## src/hw/rtl/tmpg_pkg.sv

```systemverilog
// Shared types and constants for the text-mode cell pixel generator.
// Used by every module of the block; it depends on nothing else.
package tmpg_pkg;

  localparam int unsigned AddrWidth  = 16;
  localparam int unsigned AddrCmpW   = (AddrWidth < 16) ? AddrWidth : 16;
  localparam int unsigned CfgIdxW    = 3;
  localparam int unsigned CfgDataW   = 16;
  localparam int unsigned DotIdxW    = 4;
  localparam int unsigned NumDots    = 9;
  localparam logic [2:0]  LineGfxTop = 3'b110;  // codes 0xC0..0xDF

  typedef enum logic [CfgIdxW-1:0] {
    RegCursorAddr  = 3'd0,
    RegEightDot    = 3'd1,
    RegDoubleWidth = 3'd2,
    RegBlinkEnable = 3'd3,
    RegLineGfx     = 3'd4
  } tmpg_reg_e;

  typedef struct packed {
    logic [15:0] cursor_address;
    logic        eight_dot;
    logic        double_width;
    logic        blink_enable;
    logic        line_graphics;
  } tmpg_cfg_t;

  // One classified cell: dots[i] set picks foreground for pixel i, leftmost first.
  typedef struct packed {
    logic [NumDots-1:0] dots;
    logic [3:0]         fg;
    logic [3:0]         bg;
    logic               nine;
    logic               dbl;
  } tmpg_cell_t;

  typedef struct packed {
    logic full;
    logic empty;
  } tmpg_q_status_t;

endpackage

```

## src/hw/rtl/tmpg_front.sv

```systemverilog
// Front end: resolves cursor, blink and ninth-dot rules for one cell.
// Depends on tmpg_pkg for the configuration and cell types.
module tmpg_front (
  input  tmpg_pkg::tmpg_cfg_t  cfg_i,
  input  logic [7:0]           char_code_i,
  input  logic [7:0]           attribute_i,
  input  logic [7:0]           glyph_row_i,
  input  logic [15:0]          cell_address_i,
  input  logic                 cursor_visible_i,
  input  logic                 blink_phase_i,
  output tmpg_pkg::tmpg_cell_t cell_o
);
  import tmpg_pkg::*;

  logic       cursor_hit;
  logic       blinking;
  logic       ninth_on;
  logic [3:0] fg;
  logic [3:0] bg;

  assign cursor_hit = cursor_visible_i &&
                      (cell_address_i[AddrCmpW-1:0] == cfg_i.cursor_address[AddrCmpW-1:0]);
  assign blinking   = attribute_i[7] && cfg_i.blink_enable;
  assign ninth_on   = cfg_i.line_graphics && (char_code_i[7:5] == LineGfxTop) &&
                      glyph_row_i[0];

  always_comb begin
    if (cursor_hit) begin
      fg = attribute_i[7:4];
      bg = attribute_i[3:0];
    end else if (blinking) begin
      bg = {1'b0, attribute_i[6:4]};
      fg = blink_phase_i ? {1'b0, attribute_i[6:4]} : attribute_i[3:0];
    end else begin
      fg = attribute_i[3:0];
      bg = attribute_i[7:4];
    end
  end

  always_comb begin
    cell_o.fg   = fg;
    cell_o.bg   = bg;
    cell_o.nine = ~cfg_i.eight_dot;
    cell_o.dbl  = cfg_i.double_width;
    for (int i = 0; i < 8; i++) begin
      cell_o.dots[i] = glyph_row_i[7-i];
    end
    cell_o.dots[8] = ninth_on;
  end

endmodule

```

## src/hw/rtl/tmpg_queue.sv

```systemverilog
// Two-entry queue of classified cells between front and back end.
// Depends on tmpg_pkg for the cell and status types.
module tmpg_queue (
  input  logic                   clk_i,
  input  logic                   rst_ni,
  input  logic                   wr_i,
  input  tmpg_pkg::tmpg_cell_t   wdata_i,
  input  logic                   rd_i,
  output tmpg_pkg::tmpg_cell_t   rdata_o,
  output tmpg_pkg::tmpg_q_status_t status_o
);
  import tmpg_pkg::*;

  tmpg_cell_t mem_q [2];
  logic       wptr_q, wptr_d;
  logic       rptr_q, rptr_d;
  logic [1:0] count_q, count_d;
  logic       do_wr, do_rd;

  assign status_o.full  = (count_q == 2'd2);
  assign status_o.empty = (count_q == 2'd0);
  assign do_wr   = wr_i && !status_o.full;
  assign do_rd   = rd_i && !status_o.empty;
  assign rdata_o = mem_q[rptr_q];

  always_comb begin
    wptr_d  = do_wr ? ~wptr_q : wptr_q;
    rptr_d  = do_rd ? ~rptr_q : rptr_q;
    count_d = count_q;
    if (do_wr && !do_rd) begin
      count_d = count_q + 2'd1;
    end else if (do_rd && !do_wr) begin
      count_d = count_q - 2'd1;
    end
  end

  always_ff @(posedge clk_i or negedge rst_ni) begin
    if (!rst_ni) begin
      wptr_q  <= 1'b0;
      rptr_q  <= 1'b0;
      count_q <= 2'd0;
    end else begin
      wptr_q  <= wptr_d;
      rptr_q  <= rptr_d;
      count_q <= count_d;
    end
  end

  always_ff @(posedge clk_i) begin
    if (do_wr) begin
      mem_q[wptr_q] <= wdata_i;
    end
  end

endmodule

```

## src/hw/rtl/tmpg_back.sv

```systemverilog
// Back end: serializes a classified cell into one pixel per clock unless stalled.
// Depends on tmpg_pkg for the cell type; owns the output register.
module tmpg_back (
  input  logic                 clk_i,
  input  logic                 rst_ni,
  input  logic                 cell_avail_i,
  input  tmpg_pkg::tmpg_cell_t cell_i,
  output logic                 cell_take_o,
  output logic                 empty,
  input  logic                 pop,
  output logic [3:0]           color_index_o,
  output logic                 last_pixel_o
);
  import tmpg_pkg::*;

  tmpg_cell_t        cur_q;
  logic              cur_valid_q, cur_valid_d;
  logic [DotIdxW-1:0] idx_q, idx_d;
  logic              rep_q, rep_d;
  logic              out_valid_q, out_valid_d;
  logic [3:0]        color_q, color_d;
  logic              last_q, last_d;
  logic              out_ready, emit, last_dot, last_rep, cell_done, load;

  assign out_ready   = !out_valid_q || pop;
  assign emit        = cur_valid_q && out_ready;
  assign last_dot    = (idx_q == (cur_q.nine ? DotIdxW'(NumDots - 1) : DotIdxW'(NumDots - 2)));
  assign last_rep    = !cur_q.dbl || rep_q;
  assign cell_done   = emit && last_dot && last_rep;
  assign load        = cell_avail_i && (!cur_valid_q || cell_done);
  assign cell_take_o = load;

  always_comb begin
    cur_valid_d = cur_valid_q;
    idx_d       = idx_q;
    rep_d       = rep_q;
    out_valid_d = out_valid_q;
    color_d     = color_q;
    last_d      = last_q;
    if (out_ready) begin
      out_valid_d = emit;
    end
    if (emit) begin
      color_d = cur_q.dots[idx_q] ? cur_q.fg : cur_q.bg;
      last_d  = last_dot && last_rep;
      if (last_rep) begin
        rep_d = 1'b0;
        idx_d = idx_q + DotIdxW'(1);
      end else begin
        rep_d = 1'b1;
      end
    end
    if (cell_done) begin
      cur_valid_d = 1'b0;
    end
    if (load) begin
      cur_valid_d = 1'b1;
      idx_d       = '0;
      rep_d       = 1'b0;
    end
  end

  always_ff @(posedge clk_i or negedge rst_ni) begin
    if (!rst_ni) begin
      cur_valid_q <= 1'b0;
      out_valid_q <= 1'b0;
      idx_q       <= '0;
      rep_q       <= 1'b0;
    end else begin
      cur_valid_q <= cur_valid_d;
      out_valid_q <= out_valid_d;
      idx_q       <= idx_d;
      rep_q       <= rep_d;
    end
  end

  always_ff @(posedge clk_i) begin
    if (load) begin
      cur_q <= cell_i;
    end
    color_q <= color_d;
    last_q  <= last_d;
  end

  assign empty         = !out_valid_q;
  assign color_index_o = color_q;
  assign last_pixel_o  = last_q;

endmodule

```

## src/hw/rtl/text_mode_cell_pixel_generator_core.sv

```systemverilog
// Top level of the text-mode cell pixel generator: configuration registers,
// front end, cell queue and pixel back end. Depends on tmpg_pkg and all tmpg_* modules.
//
// Usage:
//   Input channel: one beat is one character cell (code, attribute, glyph row
//   byte, cell address, cursor and blink phases). A beat is taken on a rising
//   edge with push high and full low.
//   Result channel: one beat is one pixel colour index plus last_pixel_o, which
//   marks the final pixel of a cell. While empty is low the oldest pixel sits on
//   the ports; it is taken on a rising edge with pop high.
//   A cell gives 8, 9, 16 or 18 pixels (eight_dot, double_width). Pixels leave
//   at one per clock unless pop stalls them; the serializer in the back end sets
//   this rate.
//   On its way out a cell passes from the queue into the back end's cell
//   register, and each of its pixels then into the output register.
//   A two-entry cell queue decouples the sides: cells are taken while pixels of
//   earlier cells are still going out. When pop is held low, hold the pixel,
//   stall the serializer, fill the queue, then raise full.
//   Configuration: write cfg_we_i with cfg_idx_i / cfg_data_i, only while idle.
//   Indexes: 0 cursor address, 1 eight-dot, 2 double width, 3 blink enable,
//   4 line graphics; other indexes are dropped.
//   Reset (rst_ni low, asynchronous) empties the block and clears the configuration.
module text_mode_cell_pixel_generator_core (
  input  logic                         clk_i,
  input  logic                         rst_ni,
  input  logic                         cfg_we_i,
  input  logic [tmpg_pkg::CfgIdxW-1:0] cfg_idx_i,
  input  logic [tmpg_pkg::CfgDataW-1:0] cfg_data_i,
  input  logic                         push,
  output logic                         full,
  input  logic [7:0]                   char_code_i,
  input  logic [7:0]                   attribute_i,
  input  logic [7:0]                   glyph_row_i,
  input  logic [15:0]                  cell_address_i,
  input  logic                         cursor_visible_i,
  input  logic                         blink_phase_i,
  output logic                         empty,
  input  logic                         pop,
  output logic [3:0]                   color_index_o,
  output logic                         last_pixel_o
);
  import tmpg_pkg::*;

  tmpg_cfg_t      cfg_q;
  tmpg_cell_t     front_cell;
  tmpg_cell_t     q_cell;
  tmpg_q_status_t q_status;
  logic           q_take;

  // Configuration registers; writes to unknown indexes are dropped.
  always_ff @(posedge clk_i or negedge rst_ni) begin
    if (!rst_ni) begin
      cfg_q <= '0;
    end else if (cfg_we_i) begin
      case (cfg_idx_i)
        RegCursorAddr:  cfg_q.cursor_address <= cfg_data_i[15:0];
        RegEightDot:    cfg_q.eight_dot      <= cfg_data_i[0];
        RegDoubleWidth: cfg_q.double_width   <= cfg_data_i[0];
        RegBlinkEnable: cfg_q.blink_enable   <= cfg_data_i[0];
        RegLineGfx:     cfg_q.line_graphics  <= cfg_data_i[0];
        default: ;
      endcase
    end
  end

  // Classify the incoming cell combinationally; the queue registers it.
  tmpg_front u_front (
    .cfg_i            (cfg_q),
    .char_code_i      (char_code_i),
    .attribute_i      (attribute_i),
    .glyph_row_i      (glyph_row_i),
    .cell_address_i   (cell_address_i),
    .cursor_visible_i (cursor_visible_i),
    .blink_phase_i    (blink_phase_i),
    .cell_o           (front_cell)
  );

  tmpg_queue u_queue (
    .clk_i    (clk_i),
    .rst_ni   (rst_ni),
    .wr_i     (push),
    .wdata_i  (front_cell),
    .rd_i     (q_take),
    .rdata_o  (q_cell),
    .status_o (q_status)
  );

  assign full = q_status.full;

  // Serialize cells into pixels, one per clock unless pop stalls, into the output register.
  tmpg_back u_back (
    .clk_i         (clk_i),
    .rst_ni        (rst_ni),
    .cell_avail_i  (!q_status.empty),
    .cell_i        (q_cell),
    .cell_take_o   (q_take),
    .empty         (empty),
    .pop           (pop),
    .color_index_o (color_index_o),
    .last_pixel_o  (last_pixel_o)
  );

endmodule
```

## config.mk

```make
export PLATFORM = sky130hd
export DESIGN_NAME = text_mode_cell_pixel_generator_core
export DESIGN_NICKNAME = d
export VERILOG_FILES = /design/src/hw/rtl/tmpg_pkg.sv /design/src/hw/rtl/tmpg_front.sv /design/src/hw/rtl/tmpg_queue.sv /design/src/hw/rtl/tmpg_back.sv /design/src/hw/rtl/text_mode_cell_pixel_generator_core.sv
export SDC_FILE = /design/constraint.sdc
export NUM_CORES = 1
export LEC_CHECK = 0
export BUFFER_PORTS_ARGS = -buffer_cell sky130_fd_sc_hd__buf_2
export CAP_MARGIN = 40
export CELL_PAD_IN_SITES_DETAIL_PLACEMENT = 0
export CELL_PAD_IN_SITES_GLOBAL_PLACEMENT = 2
export CORE_UTILIZATION = 42
export CTS_BUF_LIST = sky130_fd_sc_hd__clkbuf_16
export DETAILED_ROUTE_END_ITERATION = 7
export GPL_TIMING_DRIVEN = 0
export HOLD_SLACK_MARGIN = 0.1
export PLACE_DENSITY_LB_ADDON = 0.1
export SLEW_MARGIN = 20
export SYNTH_ARGS = -nofsm -noshare
export SYNTH_HDL_FRONTEND = slang
export SYNTH_HIERARCHICAL = 1
export SYNTH_SLANG_ARGS = --single-unit
```

## constraint.sdc

```tcl
create_clock -name clk_i -period 5.75 [get_ports clk_i]
set_input_delay 0.575 -clock clk_i [delete_from_list [all_inputs] [get_ports clk_i]]
set_output_delay 0.575 -clock clk_i [all_outputs]
set_load 0.005 [all_outputs]
```

==> metrics.md <==
| Metric | Value |
|---|---|
| DR WL/cell | `roughly 14 um` |
| Worst-Margin Slew | `0.623 ns` |
| Die width | `101 um` |
| Sink Count | `93` |
| Global route overflow | `0` |
| CTS resizes | `0` |
| Combinational Power Share | `23.0%` |
| Hold Crit Class | `input port to flip-flop` |
| FF-to-FF End | `u_queue/count_q[1]` |
| Initial Util | `a little over two fifths` |
| Met1 Resource Use GR | `18.9%` |
| Via count | `2324` |
| CTS tree | `done` |
| Sequential Power Share | `46.2%` |
| Worst hold path cell count | `1` |
| First-pass DRT Iterations | `4` |
| Period minus WS final | `2.76 ns` |
| M2 GR Usage | `24.3%` |
| Vias per Instance | `4.86` |
| Cell mode on critical path | `xor2_1` |
| H-tree depth | `3` |
| Synth area leader | `edfxtp_1` |
| EDFF count, synth | `62` |
| Diodes inserted | `0` |
| Seq/Total Area, Yosys | `between 60 and 70%` |
| Area Overhead vs Synth | `21.0%` |
| Placed Area | `4620 um2` |
| Cells after synthesis | `268` |
| Internal | `~0.0015 W` |
| TritonCTS buffer count | `9` |
| Count of final max-slew check failures | `0` |
| ANT nets after route | `0` |
| CP max stage cell | `nor4b_1` |
| Port buffer count | `60` |
| Io pins | `73` |
| Hold EP | `u_queue/mem_q[0][12]` |
| WP data required | `roughly 6.0 ns` |
| Vias in the first global route | `2293` |
| Period utilization | `between 40% and 50%` |
| Antenna violations before repair | `0` |
| Die H | `roughly 100 um` |
| Met3 GRT Util | `under 10%` |
| Post-CTS Setup Repair Bufs | `0` |
| Hold Fails Final Rpt | `0` |
| Synth unique cells | `between 40 and 50` |
| Core region area | `around 9400 um2` |
| Psw | `0.000563 W` |
| First-pass GRT wire length | `approximately 11000 um` |
| GP Congestion | `~0.73` |
| Site row count | `35` |
| Crit path capture type | `flip-flop` |
| PwrDens | `419 nW/um2` |
| Post-CTS Hold Buffers | `0` |
| Area share of the largest cell type after synthesis | `45.3%` |
| Synthesized flop and latch total | `93` |
| RSZ-0062 raised after global routing | `no` |
| Syn. warnings | `6` |
| Synth area leaders | `edfxtp_1 45%, dfrtp_1 19%, mux2_2 6.8%` |
| Worst rel slew slack | `58.1%` |
| Maximum clock path buffer count | `2` |
| Final Cell Area | `4980 um2` |
| Worst-case vdd ir drop | `0.155 mV` |
| Switching share of total power | `27.0%` |
| NumNets Final | `about 400` |
| Crit path buf inv count | `1` |
| Remaining DRCs | `0` |
| Status | `completed` |
| Ratio of cells with drive above 1 in the final layout | `38.7%` |
| Syn Area/Cell | `15.3 um2` |
| Endpoints failing setup | `0` |
| Timing-limited maximum frequency | `362 MHz` |
| Fin util | `between 50 and 60%` |
| GRT Total Usage | `14.8%` |
| Worst Reg-to-Reg Cells | `10` |
| Largest net degree at the start of global routing | `32` |
| Mapped Area | `4110 um2` |
| CP startpoint kind | `flip-flop` |
| Ys async rst share | `33.3%` |
| CTS root buf | `clkbuf_16` |
| Crit path max-delay family | `simple AND/OR/NAND/NOR gates` |
| Worst r2r src | `u_back/idx_q[2]` |
| R2R setup slack | `2.99 ns` |
| Drt first-iter violations | `45` |
| CP Class | `flip-flop to flip-flop` |
| Worst-Skew Late Latency | `0.33 ns` |
| Max Cap Viol | `0` |
| Crit path DAT | `3.01 ns` |
| CP max stage delay | `0.46 ns` |
| Post-Route WL | `6840 um` |
| Pleak | `2.02 nW` |
| Fin Setup TNS | `0 ns` |
| Busiest grt layer | `met2` |
| Clock share of power | `30.8%` |
| Top_reg_cell synth | `edfxtp_1` |
| Clk pin slew, worst setup/hold paths | `0.07 ns` |
| Critical-path cell list | `clkbuf_1, nor4b_1, a22oi_1, o31ai_1, and2_1, o21ai_1, ha_1, xor2_1, nor2_1, xor2_1` |
| Syn_nets | `336` |
| Area of the die | `10200 um2` |
| DPL Wire Length | `roughly 5000 um` |
| CP max FO | `8` |
| Hold Path Origin | `glyph_row_i[5]` |
| Worst clock skew | `0.00590 ns` |
[routing by layer]
metal	up-vias	wire [um]
met5	-	0
met4	0	95
met3	8	308
met2	54	3290
met1	1123	3150
li1	1139	-
[cell type report]
cell class | count | area, um2
Clock inverter | 7 | 104
Buffer | 17 | 125
Fill cell | 848 | 4390
Tap cell | 129 | 161
Inverter | 8 | 30.0
Timing Repair Buffer | 65 | 372
Multi-Input combinational cell | 150 | 1320
Sequential cell | 93 | 2640
Clock buffer | 9 | 225
[synthesized netlist by cell type (all sizes together) (4+ instances only)]
cell type,instances
inv,8
nand2b,6
buf,14
nand3,8
nor2,11
nand2,7
nor4,5
xor2,18
dfrtp,31
edfxtp,62
o21ai,4
mux2,52
[kinds of logic after synthesis]
| family | share of synthesized area, % |
|---|---|
| DFF | 64.1 |
| buffers and inverters | 3.77 |
| adders and majority gates | 0.608 |
| and+or+nand+nor | 8.15 |
| muxes | 16.2 |
| xor gates and xnor gates | 4.47 |
| AOI/OAI and AO/OA | 2.62 |
[power by group through the flow]
stage	Clock (W)	Combinational, W	Sequential, W
global route	0.000688	0.000536	0.000979
global placement	0	0.000461	0.000977
CTS	0.000658	0.000488	0.000965
finish	0.000642	0.000479	0.000964
detailed placement	0	0.000486	0.000979
floorplan	0	0.000347	0.000963
[state kept, by name, summed over array words and instances (netlist names)]
| register | cells |
|---|---|
| u_back/rep_q | 1 |
| u_back/cur_valid_q | 1 |
| cfg_q | 20 |
| u_back/cur_q | 19 |
| u_queue/count_q | 2 |
| u_back/last_pixel_o | 1 |
| u_queue/rptr_q | 1 |
| u_queue/wptr_q | 1 |
| u_queue/mem_q | 38 |
| u_back/out_valid_q | 1 |
| u_back/idx_q | 4 |
| u_back/color_index_o | 4 |
[through the flow]
step	instances	hold slack [ns]	setup WS [ns]	power (W)
final	478	0.427	2.99	0.00208
after global routing	478	0.410	2.67	0.00220
after CTS	476	0.357	2.93	0.00211
after detailed placement	460	0.508	2.96	0.00146
after global placement	457	0.479	2.47	0.00144
after floorplan	268	0.279	3.02	0.00131
[worst max path at each step]
stage               cells after the start  slack [ns]                  to       startpoint
floorplan                              10        3.02  u_queue/count_q[1]  u_back/idx_q[2]
global placement                        9        2.47  u_queue/count_q[1]  u_back/idx_q[2]
detailed placement                     10        2.96  u_queue/count_q[1]  u_back/idx_q[2]
CTS                                    10        2.93  u_queue/count_q[1]  u_back/idx_q[2]
global route                           10        2.67  u_queue/count_q[1]  u_back/idx_q[2]
finish                                 10        2.99  u_queue/count_q[1]  u_back/idx_q[2]
[cells in the final DEF, fill, tap and decap left out, drive strengths merged, types with 2 or more instances in the layout]
| master | Yosys | final |
|---|---|---|
| clkinvlp | 0 | 2 |
| and2 | 2 | 2 |
| and4bb | 2 | 2 |
| o31ai | 3 | 3 |
| edfxtp | 62 | 62 |
| xnor2 | 3 | 3 |
| o21ai | 4 | 4 |
| mux2 | 52 | 52 |
| bufinv | 0 | 2 |
| a21oi | 3 | 3 |
| clkbuf | 3 | 12 |
| nand2b | 6 | 6 |
| nor2 | 11 | 11 |
| or4 | 2 | 2 |
| xor2 | 18 | 18 |
| and3 | 2 | 2 |
| nand3 | 8 | 8 |
| buf | 14 | 78 |
| dfrtp | 31 | 31 |
| nor3 | 3 | 3 |
| nor2b | 2 | 2 |
| nor4 | 5 | 5 |
| nand2 | 7 | 7 |
| inv | 8 | 11 |
| mux2i | 3 | 3 |
| a211oi | 2 | 2 |
| ha | 2 | 2 |
| nor4b | 2 | 2 |
Note: power is estimated with default switching activity, not from simulation.
